[src/rtl/qgem_ram.sv]
// Generic single-port-write, single-port-read RAM with a registered read.
// No dependencies; width and depth come from the instance.
module qgem_ram #(
  parameter int unsigned Width = 8,
  parameter int unsigned Depth = 16
) (
  input  logic                     clk_i,
  input  logic                     we_i,
  input  logic [$clog2(Depth)-1:0] waddr_i,
  input  logic [Width-1:0]         wdata_i,
  input  logic                     re_i,
  input  logic [$clog2(Depth)-1:0] raddr_i,
  output logic [Width-1:0]         rdata_o
);

  logic [Width-1:0] mem_q [Depth];
  logic [Width-1:0] rdata_q;

  // Write port and registered read port.
  always_ff @(posedge clk_i) begin
    if (we_i) begin
      mem_q[waddr_i] <= wdata_i;
    end
    if (re_i) begin
      rdata_q <= mem_q[raddr_i];
    end
  end

  assign rdata_o = rdata_q;

endmodule

[config.mk]
export PLATFORM = sky130hd
export DESIGN_NAME = qgem_ram
export DESIGN_NICKNAME = d
export VERILOG_FILES = /design/src/rtl/qgem_ram.sv
export SDC_FILE = /design/constraint.sdc
export NUM_CORES = 1
export LEC_CHECK = 0
export ABC_AREA = 1
export BUFFER_PORTS_ARGS = -buffer_cell sky130_fd_sc_hd__buf_4
export CORE_AREA = 2 2 108 130
export CTS_BUF_LIST = sky130_fd_sc_hd__clkbuf_16
export CTS_CLUSTER_DIAMETER = 40
export DETAILED_ROUTE_END_ITERATION = 12
export DIE_AREA = 0 0 110 132
export GPL_TIMING_DRIVEN = 0
export PLACE_DENSITY = 0.61
export SETUP_SLACK_MARGIN = 0.05
export SYNTH_ARGS = -nofsm -noshare
export SYNTH_HDL_FRONTEND = slang
export SYNTH_SLANG_ARGS = --single-unit
[constraint.sdc]
create_clock -name clk_i -period 1.3 [get_ports clk_i]
set_input_delay 0.065 -clock clk_i [delete_from_list [all_inputs] [get_ports clk_i]]
set_output_delay 0.065 -clock clk_i [all_outputs]
set_load 0.1 [all_outputs]
==> results.json, run 1 <==
{
  "status": "finished with violations",
  "violations": "hold timing",
  "fp.coreArea_sq_um": 13200,
  "routed_wire_length_per_instance_um": 17.6,
  "syn_inst": 551,
  "finalHoldViolCount": 1,
  "mappedNetlistNets": 570,
  "switching_power_mw": 2.44,
  "switching_share": 0.218,
  "synth_top_area_share": 0.698,
  "place_congestion": 0.920,
  "post-route-min-period_ns": 1.21,
  "cell_internal_pwr_mw": 8.76,
  "cp.required_ns": 1.34,
  "startpoint_of_the_worst_hold_path": "wdata_i[5]",
  "wl_met2_mm": 6.64,
  "finalClockSkew_ns": 0.00662,
  "synth_largest_area_cell": "sky130_fd_sc_hd__edfxtp_1",
  "share_clk_of_total_power": 0.485,
  "share_seq_of_total_power": 0.443,
  "cts_repair_resize_count": 0,
  "final-max-slew-violation-count": 0,
  "cellPowerDensity_nw_per_um2": 1610,
  "wl_mm": 13.7,
  "static-leakage-power_nw": 2.98,
  "worst_setup_path_startpoint": "waddr_i[3]",
  "final_common_cell": "sky130_fd_sc_hd__nand2_1",
  "fill_cell_count": 1133,
  "via_count_of_the_routed_design": 3909,
  "netlist-cell-type-count": 11,
  "max_slew_margin": 0.310,
  "ctsLongestPathBuffers": 2,
  "ff_latch_area_sq_um": 4080,
  "placementRows": 46,
  "routed.top_layer": "met4",
  "grt_pass1_wl_mm": 21.3,
  "largest_net_degree_at_the_start_of_global_routing": 17,
  "ir_drop_v": 0.000685,
  "drv_cap": 0,
  "final_layout_size_suffix_gt1_frac": 0.130,
  "finish.net_count": 616,
  "clock_tree.root_cell": "sky130_fd_sc_hd__clkbuf_16",
  "crit_path_start_kind": "input port",
  "gr-total-overflow": 0,
  "layout_common_cells": "173 x sky130_fd_sc_hd__nand2_1, 136 x sky130_fd_sc_hd__edfxtp_1, 100 x sky130_fd_sc_hd__inv_1",
  "synthesis.area_per_instance_sq_um": 10.6,
  "layout.core_utilization": 0.527,
  "die_y_um": 132,
  "initial_antenna_violation_count": 0,
  "wirelength_met1_mm": 5.69,
  "vias_in_the_first_global_route": 3762,
  "track_usage": 0.206,
  "worstReg2RegStart": "mem_q[5][1]$_DFFE_PP_",
  "worst_hold_class": "in2reg",
  "seq_area_frac_synth": 0.698,
  "yosys-top-cells-area": "sky130_fd_sc_hd__edfxtp_1 70%, sky130_fd_sc_hd__nand2_1 11%, sky130_fd_sc_hd__nand3_1 8.3%",
  "wl_met3_um": 931,
  "logic_pwr_share": 0.072,
  "cts.sinks": 136,
  "drt_pre_antenna_iters": 8,
  "totalNegativeSetupSlack_ns": 0,
  "setup_violations": 0,
  "area_delta_synth_final_pct": 18.8,
  "drc_errors": 0,
  "final_hold_slack_ns": -0.00112,
  "syn-cell-area_sq_um": 5850,
  "design.die.area_sq_um": 14500,
  "h_tree_lvl_count": 4,
  "numPortBuffers": 23,
  "via_per_inst": 5.02,
  "dp.final_hpwl_mm": 9.01,
  "final_total_pwr_mw": 11.2,
  "clock_tree_from_tritoncts": "done",
  "worst_margin_pin_slew_ns": 1.03,
  "worst_skew_pair.late_latency_ns": 0.42,
  "drc_marker_count_from_the_first_detailed_route_iteration": 311,
  "multi_input_area_sq_um": 1210,
  "cp-end-kind": "flop",
  "final_period_utilization": 0.931,
  "diodes_inserted": 0,
  "grt_setup_unrepaired": "no",
  "worst_setup_hold_path_clk_slew_ns": 0.06,
  "synthesis.yosys.warnings": 0,
  "number_of_clock_buffers_inserted_by_tritoncts": 17,
  "critical_path_arrival_ns": 1.25,
  "ant_nets": 0,
  "synth.ff_latch_count": 136,
  "top_level_ports": 27,
  "crit_fanout": 8,
  "worst-setup-path-type": "in2reg",
  "max_freq_mhz": 826,
  "starting_utilization_of_the_core_area": 0.444,
  "die_width_um": 110
}
-- state kept, by name (all words and copies together), names as in the netlist --
| signal | flops |
|---|---|
| mem_q | 128 |
| rdata_o | 8 |
-- power by group through the flow --
stage / sequential (mW) / clock (mW) / combinational (mW)
CTS: 4.96 / 5.48 / 0.810
floorplan: 5.21 / 0 / 0.346
detailed placement: 5.06 / 0 / 0.796
finish: 4.96 / 5.43 / 0.810
global placement: 5.05 / 0 / 0.786
global route: 4.97 / 5.67 / 0.880
-- routing by layer --
metal,global-route usage,vias up
li1,-,1876
met1,0.275,1832
met2,0.321,172
met3,0.0415,29
met4,0.0928,0
met5,0,-
-- kinds of logic (layout without fill, tap and decap cells) --
| group | count (synthesis) | count (layout) | synth area share |
|---|---|---|---|
| buf+inv | 126 | 185 | 0.0939 |
| flops | 136 | 136 | 0.698 |
| simple gates | 289 | 289 | 0.208 |
-- worst max-delay path: stages --
cell and delay, ns:
sky130_fd_sc_hd__buf_4 0.12, sky130_fd_sc_hd__nand3b_1 0.24, sky130_fd_sc_hd__nor2_1 0.82
-- cell usage after synthesis --
cell / number
sky130_fd_sc_hd__nand2_1: 173
sky130_fd_sc_hd__nor2_1: 17
sky130_fd_sc_hd__nand3b_1: 2
sky130_fd_sc_hd__buf_2: 13
sky130_fd_sc_hd__edfxtp_1: 136
sky130_fd_sc_hd__buf_6: 6
sky130_fd_sc_hd__buf_4: 4
sky130_fd_sc_hd__inv_1: 100
sky130_fd_sc_hd__nand3_1: 97
sky130_fd_sc_hd__inv_2: 2
sky130_fd_sc_hd__buf_1: 1
-- final cells by class --
cell class                 instances  area share
timing repair buffer              27      0.0306
tap                              168      0.0303
clock inverter                    15      0.0360
inverter                         102      0.0551
multi-input combinational        289       0.175
sequential                       136       0.588
clock buffer                      17      0.0613
buffer                            24      0.0240
-- path summary, 6_finish.rpt --
path	end	slack [ns]	depth (start not counted)
setup / recovery	mem_q[7][7]$_DFFE_PP_	0.09	3
hold / removal	mem_q[3][5]$_DFFE_PP_	-0.001	1
setup reg to reg	rdata_o[1]$_DFFE_PP_	0.13	6
hold reg to reg	rdata_o[5]$_DFFE_PP_	0.78	6
-- metrics by stage --
step           setup slack, ns  cell area, sq um  cells
2_1_floorplan            0.284              5850    551
3_3_place_gp            -0.325              6230    742
3_5_place_dp            -0.343              6230    742
4_1_cts                 0.0982              6950    778
5_1_grt                 0.0506              6950    778
6_report                0.0899              6950    778
-- what timing repair did --
action	CTS	global route
hold endpoints to repair	42	0
buffers inserted	0	0
hold buffers	4	0
Note: power is estimated with default switching activity, not from simulation.
==> inputs of run 2 (changes only) <==
ABC_AREA = not set   (was 1)
CORE_AREA = 2 2 102 124   (was 2 2 108 130)
DIE_AREA = 0 0 104 126   (was 0 0 110 132)
==> results.json, run 2 <==
{
  "status": "finished with violations",
  "violations": "hold timing, setup timing",
  "starting_utilization_of_the_core_area": 0.440,
  "cp.depth": 3,
  "number_of_clock_buffers_inserted_by_tritoncts": 17,
  "grt_setup_unrepaired": "yes",
  "largest_net_degree_at_the_start_of_global_routing": 17,
  "worst_skew_pair.late_latency_ns": 0.41,
  "synth_largest_area_cell": "sky130_fd_sc_hd__edfxtp_1",
  "synth-edff-count": 136,
  "diodes_inserted": 0,
  "reg2regPathDepth": 3,
  "final_total_pwr_mw": 10.9,
  "cell_internal_pwr_mw": 8.77,
  "finish.net_count": 299,
  "clock_tree.root_cell": "sky130_fd_sc_hd__clkbuf_16",
  "synth-async-reset-ratio": 0,
  "largest_register": "mem_q",
  "synthesis.area_per_instance_sq_um": 22.8,
  "worstReg2RegStart": "mem_q[4][5]$_DFFE_PP_",
  "drc_marker_count_from_the_first_detailed_route_iteration": 138,
  "synth.ff_latch_count": 136,
  "crit_path_top_delay_cell": "sky130_fd_sc_hd__mux4_2",
  "cp.required_ns": 1.45,
  "slack_of_the_worst_reg_to_reg_path_ns": -0.16,
  "max_slew_margin": 0.464,
  "clock_tree_from_tritoncts": "done",
  "place_congestion": 0.693,
  "static-leakage-power_nw": 2.09,
  "layout_common_cells": "136 x sky130_fd_sc_hd__edfxtp_1, 32 x sky130_fd_sc_hd__mux4_2, 25 x sky130_fd_sc_hd__buf_4",
  "top_level_ports": 27,
  "share_seq_of_total_power": 0.454,
  "crit_path_start_kind": "flop",
  "synthesis.yosys.warnings": 0,
  "syn_inst": 229,
  "max_freq_mhz": 687,
  "die_y_um": 126,
  "via_per_inst": 5.22,
  "area_delta_synth_final_pct": 22.2,
  "layout.core_utilization": 0.537,
  "finalClockSkew_ns": 0.00548,
  "final_hold_slack_ns": -0.00278,
  "wl_mm": 9.86,
  "netlist-cell-type-count": 18,
  "cp-end-kind": "flop",
  "max_ffs_per_register": 128,
  "critical_path_arrival_ns": 1.61,
  "gr-total-overflow": 0,
  "final_period_utilization": 1.12,
  "cp_num_buf_inv": 0,
  "cts.repair_timing.setup_buffer_count": 0,
  "via_count_of_the_routed_design": 2372,
  "final_common_cell": "sky130_fd_sc_hd__edfxtp_1",
  "finalHoldViolCount": 4,
  "timing.critical_path.cells": "mux4_2, a22oi_1, nand2_1",
  "design.die.area_sq_um": 13100,
  "worstHoldPathCells": 1,
  "cpPeakStageDelay_ns": 0.49,
  "track_usage": 0.164,
  "grt_pass1_wl_mm": 15.0,
  "ant_nets": 0,
  "worst_margin_pin_slew_ns": 0.802,
  "switching_power_mw": 2.17,
  "design_area_sq_um": 6390,
  "worst_setup_path_startpoint": "mem_q[4][5]$_DFFE_PP_",
  "initial_antenna_violation_count": 0,
  "post-synth-top-count-cell": "sky130_fd_sc_hd__edfxtp_1",
  "worst-setup-path-type": "reg2reg",
  "post-route-worst-setup-slack_ns": -0.155,
  "switching_share": 0.198,
  "vias_in_the_first_global_route": 2525,
  "placementRows": 44,
  "cellPowerDensity_nw_per_um2": 1710,
  "ir_drop_v": 0.000820,
  "worst_setup_hold_path_clk_slew_ns": 0.06,
  "r2r_end": "rdata_o[5]$_DFFE_PP_",
  "setup_violations": 8,
  "logic_pwr_share": 0.064,
  "die_width_um": 104,
  "ys_top_cells_by_count": "136 x sky130_fd_sc_hd__edfxtp_1, 18 x sky130_fd_sc_hd__mux4_2, 16 x sky130_fd_sc_hd__a22oi_1, 14 x sky130_fd_sc_hd__mux4_1, 13 x sky130_fd_sc_hd__nor2_1",
  "crit_fanout": 1,
  "yosys-top-cells-area": "sky130_fd_sc_hd__edfxtp_1 78%, sky130_fd_sc_hd__mux4_2 7.8%, sky130_fd_sc_hd__mux4_1 7.0%",
  "ctsLongestPathBuffers": 2,
  "worstSetupEndpoint": "rdata_o[5]$_DFFE_PP_",
  "critical-path-top-delay-family": "multiplexers",
  "worst_hold_class": "in2reg",
  "seq_area_frac_synth": 0.781,
  "drt_pre_antenna_iters": 4,
  "syn-cell-area_sq_um": 5230,
  "drc_errors": 0,
  "routed_wire_length_per_instance_um": 21.7,
  "dp.final_hpwl_mm": 6.27,
  "place_area_sq_um": 5610,
  "share_clk_of_total_power": 0.482,
  "numPortBuffers": 25,
  "ys.flop_type": "sky130_fd_sc_hd__edfxtp_1",
  "fp.coreArea_sq_um": 11900,
  "cts.sinks": 136,
  "h_tree_lvl_count": 4,
  "post-route-min-period_ns": 1.46,
  "mappedNetlistNets": 248,
  "drv_cap": 0,
  "final-max-slew-violation-count": 0,
  "synth_top_area_share": 0.781,
  "final_layout_size_suffix_gt1_frac": 0.372
}
-- run 2: cell count changes after synthesis, sizes merged, moves of 16 or more --
cell,previous run,this run
mux4,0,32
buf,24,7
nand2,173,9
inv,102,0
nand3,97,1
a22oi,0,16
-- run 2: how the worst min path moves through the flow --
stage | start | endpoint | slack [ns]
global route | wdata_i[7] | mem_q[2][7]$_DFFE_PP_ | 0.01
CTS | wdata_i[4] | mem_q[14][4]$_DFFE_PP_ | 0.002
detailed placement | re_i | rdata_o[6]$_DFFE_PP_ | 0.34
global placement | re_i | rdata_o[0]$_DFFE_PP_ | 0.34
finish | wdata_i[4] | mem_q[15][4]$_DFFE_PP_ | -0.003
floorplan | wdata_i[0] | mem_q[0][0]$_DFFE_PP_ | 0.16
-- run 2: stage by stage --
stage | instances | setup TNS, ns | hold WS (ns) | worst slack [ns]
after floorplan | 229 | -0.863 | 0.164 | -0.0311
after global placement | 415 | -32.74 | 0.342 | -0.450
after detailed placement | 415 | -32.83 | 0.344 | -0.465
after CTS | 454 | -1.05 | 0.00192 | -0.172
after global routing | 454 | -1.44 | 0.00955 | -0.194
final | 454 | -0.926 | -0.00278 | -0.155
-- run 2: worst reg2reg max path: cells and delay by family, from the launching register on --
| family | cells | cell delay [ns] |
|---|---|---|
| multiplexers | 1 | 0.49 |
| flip-flops | 1 | 0.37 |
| AO/OA/AOI/OAI | 1 | 0.23 |
| AND/OR/NAND/NOR | 1 | 0.11 |
-- run 2: kinds of logic after synthesis --
group / synth area share
flops: 0.781
simple gates: 0.0314
mux: 0.148
compound gates: 0.0230
buf+inv: 0.0165
-- run 2: power by group through the flow --
stage                     logic, mW  clock network, mW  registers [mW]
after floorplan               0.273                  0            5.21
after global placement        0.660                  0            5.05
after detailed placement      0.673                  0            5.06
after CTS                     0.705               5.34            4.97
after global routing          0.744               5.50            4.97
final                         0.697               5.27            4.96
-- run 2: final cells by class --
| class | count | area, sq um |
|---|---|---|
| Multi-Input combinational cell | 83 | 1060 |
| Tap cell | 161 | 201 |
| Clock inverter | 15 | 234 |
| Timing Repair Buffer | 32 | 258 |
| Sequential cell | 136 | 4080 |
| Clock buffer | 17 | 425 |
| Buffer | 10 | 120 |
| Fill cell | 927 | 5510 |
-- run 2: what timing repair did --
item | in CTS | in global routing
gates resized for setup | 9 | 1
hold endpoints to repair | 102 | 0
setup endpoints to repair | 48 | 8
hold buffers | 7 | 0
-- run 2: metal layers --
metal	wire (um)	vias to the layer above	track usage
li1	-	1071	-
met5	0	-	0
met4	131	0	0.0668
met1	4280	1225	0.216
met2	5020	66	0.267
met3	435	10	0.0404
